**src/hdl/sorted_priority_queue_assert.svh**
```systemverilog
// assertion macros for the sorted priority queue
`ifndef SORTED_PRIORITY_QUEUE_ASSERT_SVH
`define SORTED_PRIORITY_QUEUE_ASSERT_SVH

`ifndef SYNTHESIS

// clocked check, disabled while reset is held
`define SPQ_ASSERT(label, clk, rst_n, prop, msg) \
    label: assert property (@(posedge clk) disable iff (!(rst_n)) (prop)) else $error(msg);

// clocked check that also holds during reset
`define SPQ_ASSERT_ALWAYS(label, clk, prop, msg) \
    label: assert property (@(posedge clk) (prop)) else $error(msg);

`else

`define SPQ_ASSERT(label, clk, rst_n, prop, msg)
`define SPQ_ASSERT_ALWAYS(label, clk, prop, msg)

`endif

`endif

```
**src/hdl/spq_pkg.sv**
```systemverilog
// shared types and constants for the sorted priority queue
package spq_pkg;

    localparam int DEPTH_DEF  = 64;
    localparam int DATA_W_DEF = 16;
    localparam int PRIO_W_DEF = 16;
    localparam int COUNT_OUT_W = 7;

    localparam logic CMD_INSERT = 1'b0;
    localparam logic CMD_POP    = 1'b1;

    typedef enum logic [1:0] {
        ST_OK    = 2'd0,
        ST_FULL  = 2'd1,
        ST_EMPTY = 2'd2
    } t_status;

    // per-beat command broadcast to every cell
    typedef struct packed {
        logic ins;
        logic pop;
    } t_cell_ctl;

endpackage

```
**src/hdl/spq_cell.sv**
```systemverilog
// one slot of the sorted store: holds an entry and trades it with its neighbors
module spq_cell #(
    parameter int DATA_WIDTH = spq_pkg::DATA_W_DEF,
    parameter int PRIO_WIDTH = spq_pkg::PRIO_W_DEF
) (
    input  logic                  i_clk,
    input  spq_pkg::t_cell_ctl    i_ctl,
    input  logic                  i_occupied,
    input  logic [DATA_WIDTH-1:0] i_new_data,
    input  logic [PRIO_WIDTH-1:0] i_new_prio,
    input  logic                  i_left_before,
    input  logic [DATA_WIDTH-1:0] i_left_data,
    input  logic [PRIO_WIDTH-1:0] i_left_prio,
    input  logic [DATA_WIDTH-1:0] i_right_data,
    input  logic [PRIO_WIDTH-1:0] i_right_prio,
    output logic                  o_before,
    output logic [DATA_WIDTH-1:0] o_data,
    output logic [PRIO_WIDTH-1:0] o_prio
);
    import spq_pkg::*;

    logic [DATA_WIDTH-1:0] r_data, n_data;
    logic [PRIO_WIDTH-1:0] r_prio, n_prio;

    // new entry lands at or ahead of this slot
    assign o_before = !i_occupied || (i_new_prio <= r_prio);

    always_comb begin
        n_data = r_data;
        n_prio = r_prio;
        if (i_ctl.pop) begin
            n_data = i_right_data;
            n_prio = i_right_prio;
        end else if (i_ctl.ins) begin
            if (i_left_before) begin
                n_data = i_left_data;
                n_prio = i_left_prio;
            end else if (o_before) begin
                n_data = i_new_data;
                n_prio = i_new_prio;
            end
        end
    end

    always_ff @(posedge i_clk) begin
        r_data <= n_data;
        r_prio <= n_prio;
    end

    assign o_data = r_data;
    assign o_prio = r_prio;

endmodule

```
**config.mk**
```make
export PLATFORM = sky130hd
export DESIGN_NAME = spq_cell
export DESIGN_NICKNAME = d
export VERILOG_FILES = /design/src/hdl/sorted_priority_queue_assert.svh /design/src/hdl/spq_pkg.sv /design/src/hdl/spq_cell.sv
export SDC_FILE = /design/constraint.sdc
export NUM_CORES = 1
export LEC_CHECK = 0
export ABC_AREA = 1
export ABC_CLOCK_PERIOD_IN_PS = 6890
export BUFFER_PORTS_ARGS = -buffer_cell sky130_fd_sc_hd__buf_2
export CAP_MARGIN = 5
export CORE_UTILIZATION = 46
export CTS_BUF_LIST = sky130_fd_sc_hd__clkbuf_8 sky130_fd_sc_hd__clkbuf_16
export DETAILED_ROUTE_END_ITERATION = 8
export GPL_ROUTABILITY_DRIVEN = 0
export PLACE_DENSITY_LB_ADDON = 0.05
export SYNTH_ARGS = -nofsm -noshare
export SYNTH_HDL_FRONTEND = slang
export SYNTH_SLANG_ARGS = --single-unit
```
**constraint.sdc**
```tcl
create_clock -name i_clk -period 6.89 [get_ports i_clk]
set_clock_uncertainty 0.15 [all_clocks]
set_input_delay 1.378 -clock i_clk [delete_from_list [all_inputs] [get_ports i_clk]]
set_output_delay 1.378 -clock i_clk [all_outputs]
set_load 0.03 [all_outputs]
```
# After elaboration in Yosys (flattened, before gate mapping)
# Index checks and enable logic that the tools add are counted.
[word_totals]
reg_bits = 32
out_inout_bits = 33
elab_cells = 16
[op_classes]
n_lt_le_gt_ge = 1
muxes = 8
n_reduce_logical = 5
[ops]
columns = ["operator", "n"]
rows = [
  ["16-bit two-way mux", 8],
  ["16-bit less-or-equal comparator", 1],
  ["3-bit nonzero test", 1],
  ["2-bit AND reduction", 1],
  ["2-bit nonzero test", 1],
  ["1-bit zero test", 1],
  ["1-bit logical OR", 1],
]

# Longest topological paths before layout
# Gate-level depths: netlist of run 1.
[logic_depth]
word_depth = 6
depth_mapped = 14

# Worst setup path after synthesis of run 1
# OpenSTA, ideal clock, no wires.
[synth_path]
path_type = "in2out"
startpoint = "in i_new_prio[7]"
endpoint = "out o_before"
arrival_time_ns = 2.320
path_slack_ns = 3.042
stages = 6
path_buffers = 0
path_cell_list = "ha_1 -> nand2_1 -> nor2_2 -> nand4_1 -> o21a_1 -> nand2_1"
[synth_via]
elab_chain_cells = 2
[synth_rtl]
columns = ["element", "line_no", "rtl"]
rows = [
  ["start, declared", "spq_cell.sv:10", "input logic [PRIO_WIDTH-1:0] i_new_prio,"],
  ["16-bit less-or-equal comparator", "spq_cell.sv:26", "assign o_before = !i_occupied || (i_new_prio <= r_prio);"],
  ["1-bit logical OR", "spq_cell.sv:26", ""],
  ["end, declared", "spq_cell.sv:16", "output logic o_before,"],
]
# Every way passes these cells.

# Worst setup path in the final report of run 1
# Same ends and word-level chain as after synthesis.

==> results of run 1 <==
[cell families (layout without fill, tap and decap cells)]
group | after synthesis | count (layout) | share of synthesized area, %
fa+ha+maj | 16 | 16 | 9.66
compound gates | 73 | 73 | 17.9
buf+inv | 38 | 166 | 8.03
flops | 32 | 32 | 46.4
simple gates | 95 | 95 | 18.1
[power by group through the flow]
stage | sequential, W | combinational [W] | clock, W
after global placement | 0.000249 | 0.000166 | 0
after detailed placement | 0.000249 | 0.000168 | 0
after floorplan | 0.000291 | 0.0000664 | 0
after global routing | 0.000248 | 0.000186 | 0.000148
final | 0.000245 | 0.000167 | 0.000138
after CTS | 0.000245 | 0.000169 | 0.000142
[state kept, by name, indices dropped and copies added, names as in the netlist]
name,flops
o_data,16
o_prio,16
[Yosys cell counts (all sizes together)]
| library cell | n |
|---|---|
| o21a | 1 |
| buf | 14 |
| ha | 16 |
| nor2 | 38 |
| a21o | 1 |
| a21oi | 70 |
| or2 | 1 |
| inv | 24 |
| nand2 | 53 |
| nand4 | 1 |
| o21ai | 1 |
| nand3 | 2 |
| edfxtp | 32 |
[metal layers]
metal / up-vias / part of all wire [%]
met5: - / 0
met4: 0 / 0.98
met3: 4 / 5.8
met2: 81 / 48
met1: 950 / 45
li1: 1104 / -
[layout by cell type, fill, tap and decap left out]
cell | netlist | final
buf_2 | 13 | 133
a21oi_1 | 70 | 70
nand2_1 | 53 | 53
nor2_1 | 36 | 36
edfxtp_1 | 32 | 32
inv_1 | 20 | 20
ha_1 | 16 | 16
clkbuf_8 | 0 | 5
inv_2 | 4 | 4
nor2_2 | 2 | 2
clkinv_2 | 0 | 2
a21o_1 | 1 | 1
nand3_1 | 1 | 1
o21ai_0 | 1 | 1
nand4_1 | 1 | 1
o21a_1 | 1 | 1
nand3_2 | 1 | 1
or2_1 | 1 | 1
clkinv_1 | 0 | 1
buf_4 | 0 | 1
[final cells by class]
class | instances | share of cell area [%]
Sequential cell | 32 | 34.1
Multi-Input combinational cell | 184 | 33.5
Timing Repair Buffer | 134 | 23.9
Inverter | 24 | 3.20
Clock buffer | 5 | 2.44
Tap cell | 52 | 2.31
Clock inverter | 3 | 0.489
[stage by stage]
step / power (W) / hold slack [ps] / worst slack [ps] / area [sq um]
final: 0.000551 / 1180 / 2800 / 2820
after CTS: 0.000557 / 1200 / 2810 / 2820
after floorplan: 0.000357 / 1460 / 3040 / 2070
after detailed placement: 0.000418 / 1180 / 2810 / 2730
after global routing: 0.000582 / 1280 / 2700 / 2820
after global placement: 0.000415 / 1160 / 2840 / 2730
[worst reg2reg max path, cell delays in order (launching register included)]
cell and delay, ps:
edfxtp_1 340, inv_1 50, ha_1 290, nand2_1 90
nor2_2 120, nand4_1 100, o21a_1 210, nand3_2 70
nand2_1 50, inv_1 280, buf_4 390
[worst paths after layout]
path | start | endpoint | slack, ps | cells past startpoint
worst max-delay path | i_new_prio[7] | o_before | 2800 | 8
worst min-delay path | o_prio[14]$_DFFE_PP_ | o_prio[9]$_DFFE_PP_ | 1180 | 9
worst max register to register | o_prio[7]$_DFFE_PP_ | o_data[1]$_DFFE_PP_ | 4420 | 10
worst min register to register | o_prio[14]$_DFFE_PP_ | o_prio[9]$_DFFE_PP_ | 1180 | 9
==> qor.csv, run 1 <==
stage,metric,value,unit
global_routing,busiest_layer,met2,
routing,firstDrtPassIters,4,
sta,rsz0062_at_grt,false,
power,power_switching,0.000183,W
routing,drc,0,
setup_path,path_max_fanout,2,
global_routing,antenna_found_initial,0,
placement,port_buffers,133,
synth,synth.area.top_cells,"edfxtp_1, a21oi_1, ha_1",
synth,synthCells,254,
cells_and_area,nNetsFinal,498,
clock_tree,cts_num_sinks,32,
clock_tree,insertion_delay,280,ps
sta,tightest_slew,703,ps
die,initial_core_util,47.6,%
power,clkPwrFrac,25.1,%
synth,ys_types,17,
synth,ys_seq_elements,32,
setup_path,critical_path_class,input port to output port,
global_routing,grt_pass1_wl,8.71,mm
sta,slew_viol_final,0,
die,die_w,69.1,microns
global_routing,gr-usage-met3,6.14,%
synth,synth.largest_area_cell,edfxtp_1,
status,status,"finished, final reports clean",
synth,yosys_warnings,0,
clock_tree,cts_tree,yes,
cells_and_area,final_layout_size_suffix_gt1_share,38.7,%
routing,wirelength,5.33,mm
global_routing,grtUsageMet1,28.1,%
die,die_y,69.1,microns
sta,finalCritPeriodShare,59.3,%
routing,vias_per_cell,4.93,
synth,synth_top_area_share,46.4,%
setup_path,worstPathArrival,2560,ps
cells_and_area,multi_input_area,945,sq um
power,p_seq_share,44.5,%
power,power.density,196,mW/mm^2
setup_path,path_delay_family,simple AND/OR/NAND/NOR gates,
die,coreArea,0.00435,sq mm
cells_and_area,seq_area,961,sq um
power,power.leakage,1.46,nW
power,irDropWorstVdd,0.108,mV
clock_tree,cts_resized,0,
synth,netlist_area,0.00207,sq mm
setup_path,path_buf_inv,2,
cells_and_area,nFillCells,362,
die,dieArea,0.00478,sq mm
die,top_level_ports,134,
synth,synth_area_per_cell,8.16,sq um
sta,max_freq,0.245,GHz
clock_tree,clk_path_buf_depth,2,
routing,postRouteAntennaNets,0,
placement,post-dp-hpwl,3.73,mm
sta,hold_viol_final,0,
sta,fin_crit,4090,ps
setup_path,cpPeakStageDelay,300,ps
sta,maxSlewHeadroom,53.2,%
cells_and_area,antenna_cells,0,
placement,dp.cells,426,
flow_run,maxCapViolCount,0,
global_routing,grt_start_max_net_pins,36,
power,p_sw_share,33.1,%
clock_tree,cts_max_level,2,
die,rows,24,
routing,dr.first_iter.drc_count,98,
synth,ys_seq_area_share,46.4,%
setup_path,startpoint_type,input port,
clock_tree,cts_setup_buffers,0,
routing,num_vias,2139,
power,power_frac_comb,30.4,%
power,p_int,0.000368,W
setup_path,critPathSlowestCell,ha_1,
routing,wl_per_cell,12.3,microns
clock_tree,clk_pin_slew_worst_paths,70,ps
clock_tree,cts_hold_buf,0,
synth,synth_nets,371,
global_routing,grt_pass1_vias,1959,
clock_tree,cts_buffers,5,
setup_path,path_cells,buf_2 > ha_1 > nand2_1 > nor2_2 > nand4_1 > o21a_1 > nand2_1 > buf_2,
worst_hold_path,hold_class,register to register,
global_routing,grt-ovfl-total,0,
cells_and_area,area_growth,35.9,%
cells_and_area,instances_no_fill,434,
global_routing,grt.total_usage,22.6,%
global_routing,grt_use_met2,38.7,%
setup_path,endpoint_kind,output port,
setup_path,critPathRequiredTime,5360,ps
cells_and_area,post-route-util,64.7,%
sta,setup_viol,0,
sta,setup_tns,0,ps
clock_tree,cts-root-buf,clkbuf_8,
Power figures use the tool's default switching activity.
==> run 2: changes to the inputs <==
--- a/config.mk
+++ b/config.mk
@@ -6,10 +6,10 @@
 export NUM_CORES = 1
 export LEC_CHECK = 0
 export ABC_AREA = 1
-export ABC_CLOCK_PERIOD_IN_PS = 6890
+export ABC_CLOCK_PERIOD_IN_PS = 3530
 export BUFFER_PORTS_ARGS = -buffer_cell sky130_fd_sc_hd__buf_2
 export CAP_MARGIN = 5
-export CORE_UTILIZATION = 46
+export CORE_UTILIZATION = 38
 export CTS_BUF_LIST = sky130_fd_sc_hd__clkbuf_8 sky130_fd_sc_hd__clkbuf_16
 export DETAILED_ROUTE_END_ITERATION = 8
 export GPL_ROUTABILITY_DRIVEN = 0
==> constraint.sdc (replaced) <==
create_clock -name i_clk -period 3.53 [get_ports i_clk]
set_clock_uncertainty 0.15 [all_clocks]
set_input_delay 0.706 -clock i_clk [delete_from_list [all_inputs] [get_ports i_clk]]
set_output_delay 0.706 -clock i_clk [all_outputs]
set_load 0.03 [all_outputs]
==> qor.csv, run 2 (synthesized netlist as in run 1, its figures left out) <==
stage,metric,value,unit,change
status,status,"finished, final reports clean",,
global_routing,antenna_found_initial,0,,unchanged
clock_tree,cts_resized,0,,unchanged
clock_tree,cts_tree,yes,,
cells_and_area,seq_area,961,sq um,unchanged
cells_and_area,nFillCells,515,,+42%
routing,firstDrtPassIters,4,,unchanged
clock_tree,cts_num_sinks,32,,unchanged
die,top_level_ports,134,,unchanged
sta,maxSlewHeadroom,53.3,%,+0.098 points
clock_tree,clk_pin_slew_worst_paths,70,ps,about the same
die,initial_core_util,40.1,%,-7.5 points
die,dieArea,0.00575,sq mm,+20%
worst_hold_path,holdPathEnd,o_prio[5]$_DFFE_PP_,,
die,die_w,75.8,microns,+9.7%
setup_path,path_cells,buf_2 > ha_1 > a21oi_1 > nand2_1 > nand2_1 > nand2_1 > nand2_1 > nand2_1 > nand2_1 > buf_2,,
cells_and_area,final_layout_size_suffix_gt1_share,38.9,%,+0.16 points
sta,max_freq,0.368,GHz,
setup_path,crit_top_cell,nand2_1,,
sta,setup_tns,0,ps,unchanged
global_routing,grt_pass1_wl,8.76,mm,+0.56%
setup_path,rr_startpoint,o_prio[7]$_DFFE_PP_,,
sta,tightest_slew,701,ps,-1.47 ps
global_routing,grt_pass1_vias,1983,,+1.2%
clock_tree,cts_buffers,5,,unchanged
cells_and_area,instances_no_fill,453,,+4.4%
placement,dp.cells,445,,+4.5%
setup_path,critical_path_class,input port to output port,,
routing,wl_per_cell,12.7,microns,+3.4%
routing,vias_per_cell,4.82,,-2.3%
power,power.leakage,1.48,nW,+1.7%
global_routing,grt-ovfl-total,0,,unchanged
cells_and_area,multi_input_area,945,sq um,unchanged
die,rows,26,,+8.3%
routing,dr.first_iter.drc_count,97,,-1.0%
placement,post-dp-hpwl,4.09,mm,+9.8%
placement,port_buffers,133,,unchanged
clock_tree,cts_setup_buffers,0,,unchanged
power,irDropWorstVdd,0.204,mV,+88%
setup_path,reg2reg_slack,1260,ps,-3160 ps
setup_path,critPathSlowestCell,ha_1,,
cells_and_area,antenna_cells,0,,unchanged
clock_tree,clk_path_buf_depth,2,,unchanged
cells_and_area,mostFrequentLayoutCell,buf_2,,
worst_hold_path,hold_class,input port to register,,
setup_path,reg2regPathDepth,10,,unchanged
sta,rsz0062_at_grt,false,,
sta,fin_crit,2720,ps,
setup_path,path_buf_inv,2,,unchanged
clock_tree,insertion_delay,290,ps,about the same
routing,drc,0,,unchanged
routing,postRouteAntennaNets,0,,unchanged
clock_tree,cts_hold_buf,0,,unchanged
setup_path,cpPeakStageDelay,300,ps,about the same
setup_path,critPathRequiredTime,2670,ps,-2690 ps
power,power.density,402,mW/mm^2,+110%
setup_path,path_delay_family,simple AND/OR/NAND/NOR gates,,
cells_and_area,nNetsFinal,499,,+0.20%
clock_tree,cts-root-buf,clkbuf_8,,
sta,hold_ws,581,ps,-598 ps
setup_path,worstPathArrival,1860,ps,-700 ps
die,coreArea,0.00517,sq mm,+19%
global_routing,grt.total_usage,21.0,%,-1.6 points
die,die_y,75.8,microns,+9.7%
worst_hold_path,hold_depth,3,,-6
setup_path,r2r-end,o_data[7]$_DFFE_PP_,,
global_routing,grt_start_max_net_pins,35,,-2.8%
routing,wirelength,5.76,mm,+8.0%
worst_hold_path,worstHoldStart,i_right_prio[5],,
routing,num_vias,2182,,+2.0%
cells_and_area,area_growth,39.2,%,
setup_path,path_max_fanout,2,,unchanged
flow_run,maxCapViolCount,0,,unchanged
sta,setup_viol,0,,unchanged
sta,slew_viol_final,0,,unchanged
clock_tree,cts_max_level,2,,unchanged
cells_and_area,mostFrequentLayoutCells,"buf_2, a21oi_1, nand2_1",,
setup_path,endpoint_kind,output port,,
setup_path,startpoint_type,input port,,
sta,finalCritPeriodShare,76.9,%,
sta,hold_viol_final,0,,unchanged
[run 2: changes by cell type in the layout (fill, tap and decap cells not counted), sizes merged]
cell,delta
clkinv,-2
buf,+1
bufinv,+1
inv,+1
[run 2: worst max path at each step]
stage                         startpoint                   to  slack (ps)  cells after the start
after floorplan            i_new_prio[7]  o_data[0]$_DFFE_PP_         830                      8
after global placement     i_new_prio[7]             o_before         820                      8
after detailed placement   i_new_prio[3]             o_before         800                     10
after CTS                  i_new_prio[3]             o_before         800                     10
after global routing      i_new_prio[11]             o_before         700                      8
final                      i_new_prio[3]             o_before         810                     10
[run 2: through the flow]
step           cell area [sq um]  power (W)  setup WS [ps]  util (%)
6_report                    2880    0.00116            814      55.8
4_1_cts                     2880    0.00117            798      55.8
3_3_place_gp                2780   0.000819            820      53.7
2_1_floorplan               2070   0.000698            831         -
5_1_grt                     2880    0.00123            697      55.8
3_5_place_dp                2780   0.000823            800      53.7
[run 2: area by class of cell]
cell class / count / area share, %
clock inverters: 3 / 1.34
flip-flops and latches: 32 / 33.3
well taps: 70 / 3.04
clock buffers: 5 / 2.39
multi-input cells: 184 / 32.8
inverters: 24 / 3.12
repair buffers: 135 / 24.0
[run 2: routing by layer]
metal | part of all wire, % | global-route usage (%) | vias up | routed length (microns)
li1 | - | - | 1108 | -
met1 | 43 | 24.7 | 985 | 2480
met2 | 49 | 36.5 | 82 | 2820
met3 | 6.4 | 5.69 | 7 | 369
met4 | 1.5 | 8.02 | 0 | 86
met5 | 0 | 0 | - | 0
[run 2: worst reg2reg max path, cell delays in order, from the launching register on]
cell	delay (ps)
edfxtp_1	350
inv_1	50
ha_1	280
nand2_1	80
nor2_2	120
nand4_1	90
o21a_1	200
nand3_2	70
nand2_1	50
inv_1	290
buf_12	240
[run 2: where the power goes]
group          switching (W)  total (W)  internal (W)
Clock               0.000141   0.000347      0.000206
Sequential         0.0000130   0.000480      0.000467
Combinational       0.000212   0.000333      0.000121
==> run 3: changes to the inputs <==
--- a/config.mk
+++ b/config.mk
@@ -6,7 +6,7 @@
 export NUM_CORES = 1
 export LEC_CHECK = 0
 export ABC_AREA = 1
-export ABC_CLOCK_PERIOD_IN_PS = 3530
+export ABC_CLOCK_PERIOD_IN_PS = 2200
 export BUFFER_PORTS_ARGS = -buffer_cell sky130_fd_sc_hd__buf_2
 export CAP_MARGIN = 5
 export CORE_UTILIZATION = 38
==> constraint.sdc (replaced) <==
create_clock -name i_clk -period 2.2 [get_ports i_clk]
set_clock_uncertainty 0.15 [all_clocks]
set_input_delay 0.44 -clock i_clk [delete_from_list [all_inputs] [get_ports i_clk]]
set_output_delay 0.44 -clock i_clk [all_outputs]
set_load 0.03 [all_outputs]
==> qor.csv, run 3 (synthesized netlist as in run 1, its figures left out) <==
stage,metric,value,unit,change
die,rows,26,,unchanged
clock_tree,cts-root-buf,clkbuf_8,,
sta,max_freq,0.444,GHz,
placement,pre_cts_slack,-25.6,ps,-825 ps
placement,port_buffers,133,,unchanged
cells_and_area,multi_input_area,0.00109,sq mm,+15%
worst_hold_path,hold_class,input port to register,,
clock_tree,cts_tree,yes,,
cells_and_area,mostFrequentLayoutCell,buf_2,,
setup_path,endpoint_kind,output port,,
global_routing,busiest_layer,met2,,
sta,rsz0062_at_grt,true,,
sta,slew_viol_final,0,,unchanged
die,top_level_ports,134,,unchanged
status,status,"complete, but fails checks",,
flow_run,maxCapViolCount,0,,unchanged
routing,vias_per_cell,4.84,,+0.48%
placement,post-dp-hpwl,4.16,mm,+1.6%
global_routing,grt.total_usage,20.4,%,-0.57 points
die,die_w,75.8,microns,unchanged
setup_path,rr_startpoint,o_prio[7]$_DFFE_PP_,,
sta,maxSlewHeadroom,60.6,%,+7.4 points
worst_hold_path,worstHoldStart,i_right_data[1],,
setup_path,path_delay_family,flip-flops,,
cells_and_area,nFillCells,500,,-2.9%
clock_tree,cts_num_sinks,32,,unchanged
routing,num_vias,2236,,+2.5%
setup_path,worstPathArrival,1660,ps,-200 ps
sta,hold_viol_final,0,,unchanged
clock_tree,insertion_delay,280,ps,about the same
sta,setup_tns,-50.0,ps,-50.0 ps
setup_path,critPathSlowestCell,edfxtp_1,,
sta,setup_viol,1,,+1
setup_path,critPathRequiredTime,1610,ps,-1060 ps
setup_path,reg2regPathDepth,12,,+2
routing,firstDrtPassIters,4,,unchanged
setup_path,path_buf_inv,2,,unchanged
worst_hold_path,hold_depth,3,,unchanged
power,irDropWorstVdd,0.285,mV,+40%
global_routing,grt-ovfl-total,0,,unchanged
status,failed_checks,negative setup slack,,
routing,wirelength,5.90,mm,+2.5%
setup_path,path_cells,inv_2 > ha_4 > a21o_1 > nor2_1 > nand2_1 > nand2_1 > nand2_2 > nand2_2 > buf_6,,
setup_path,r2r-end,o_data[3]$_DFFE_PP_,,
global_routing,grt_pass1_vias,1999,,+0.81%
global_routing,grt_start_max_net_pins,33,,-5.7%
sta,finalCritPeriodShare,102,%,
sta,fin_ws,-50.0,ps,-864 ps
cells_and_area,final_layout_size_suffix_gt1_share,46.7,%,+7.8 points
global_routing,grt_use_met2,35.1,%,-1.4 points
global_routing,gr-usage-met3,6.48,%,+0.79 points
sta,fin_crit,2250,ps,
setup_path,cpPeakStageDelay,410,ps,+110 ps
cells_and_area,antenna_cells,0,,unchanged
clock_tree,cts_buffers,5,,unchanged
routing,drc,0,,unchanged
clock_tree,clk_path_buf_depth,2,,unchanged
cells_and_area,post-route-util,59.7,%,+4.0 points
die,initial_core_util,40.1,%,unchanged
routing,postRouteAntennaNets,0,,unchanged
clock_tree,cts_max_level,2,,unchanged
cells_and_area,design_area,0.00309,sq mm,+7.1%
worst_hold_path,holdPathEnd,o_data[1]$_DFFE_PP_,,
die,dieArea,0.00575,sq mm,unchanged
setup_path,reg2reg_slack,50,ps,-1210 ps
routing,dr.first_iter.drc_count,71,,-27%
setup_path,path_max_fanout,2,,unchanged
setup_path,startpoint_type,register,,
global_routing,grtUsageMet1,24.3,%,-0.39 points
power,power.density,588,mW/mm^2,+46%
cells_and_area,area_growth,49.1,%,
cells_and_area,nNetsFinal,508,,+1.8%
power,power.leakage,1.52,nW,+2.2%
routing,wl_per_cell,12.8,microns,+0.52%
clock_tree,clk_pin_slew_worst_paths,70,ps,about the same
cells_and_area,seq_area,961,sq um,unchanged
setup_path,critical_path_class,register to output port,,
global_routing,grt_pass1_wl,8.72,mm,-0.48%
sta,tightest_slew,589,ps,-112 ps
die,coreArea,0.00517,sq mm,unchanged
cells_and_area,mostFrequentLayoutCells,"buf_2, a21oi_1, nand2_1",,
clock_tree,cts_hold_buf,0,,unchanged
global_routing,antenna_found_initial,0,,unchanged
die,die_y,75.8,microns,unchanged
placement,place_area,0.00281,sq mm,+1.2%
## run 3: cell count changes in the layout (fill, tap and decap cells not counted), sizes merged
cell,change
bufinv,-1
clkinvlp,+1
buf,+9
## run 3: power breakdown
part	internal, W	switching, W	total, W	leakage (nW)
clock network	0.000211	0.000209	0.000420	0.0482
logic	0.000250	0.000374	0.000623	1.15
registers	0.000750	0.0000236	0.000773	0.320
## run 3: metal layers
layer | share of wire [%] | routed length [microns] | vias up
met5 | 0 | 0 | -
li1 | - | - | 1126
met3 | 7.1 | 416 | 9
met2 | 49 | 2900 | 93
met4 | 1.5 | 91 | 0
met1 | 42 | 2490 | 1008
## run 3: through the flow
| stage | hold slack (ps) | instances | power (W) |
|---|---|---|---|
| floorplan | 520 | 254 | 0.00112 |
| global placement | 615 | 447 | 0.00132 |
| detailed placement | 618 | 447 | 0.00133 |
| CTS | 321 | 459 | 0.00179 |
| global route | 335 | 462 | 0.00194 |
| finish | 331 | 462 | 0.00182 |
## run 3: timing repair
action,CTS,global route
setup buffers,4,3
endpoints found under the setup margin,1,33
pin swaps,10,13
gates resized for setup,12,18
gates cloned,0,0
## run 3: final cells by class
type / instances / area share [%]
timing repair buffer: 144 / 25.2
multi-input combinational: 184 / 35.2
inverter: 24 / 3.04
clock inverter: 3 / 0.365
tap: 70 / 2.84
sequential: 32 / 31.1
clock buffer: 5 / 2.23
## run 3: worst max-delay path by stage
stage                         startpoint                   to  slack [ps]  cells past startpoint
floorplan           o_prio[13]$_DFFE_PP_  o_data[0]$_DFFE_PP_        -150                     11
global placement           i_new_prio[3]             o_before         -20                     10
detailed placement         i_new_prio[5]  o_prio[3]$_DFFE_PP_         -30                     10
CTS                  o_prio[6]$_DFFE_PP_             o_before         -70                      8
global route        o_prio[11]$_DFFE_PP_             o_before        -160                      8
finish               o_prio[7]$_DFFE_PP_             o_before         -50                      9
## run 3: tightest hold or removal path, stage by stage
cell and delay (ps):
buf_2 80, nor2_1 30, a21oi_1 100
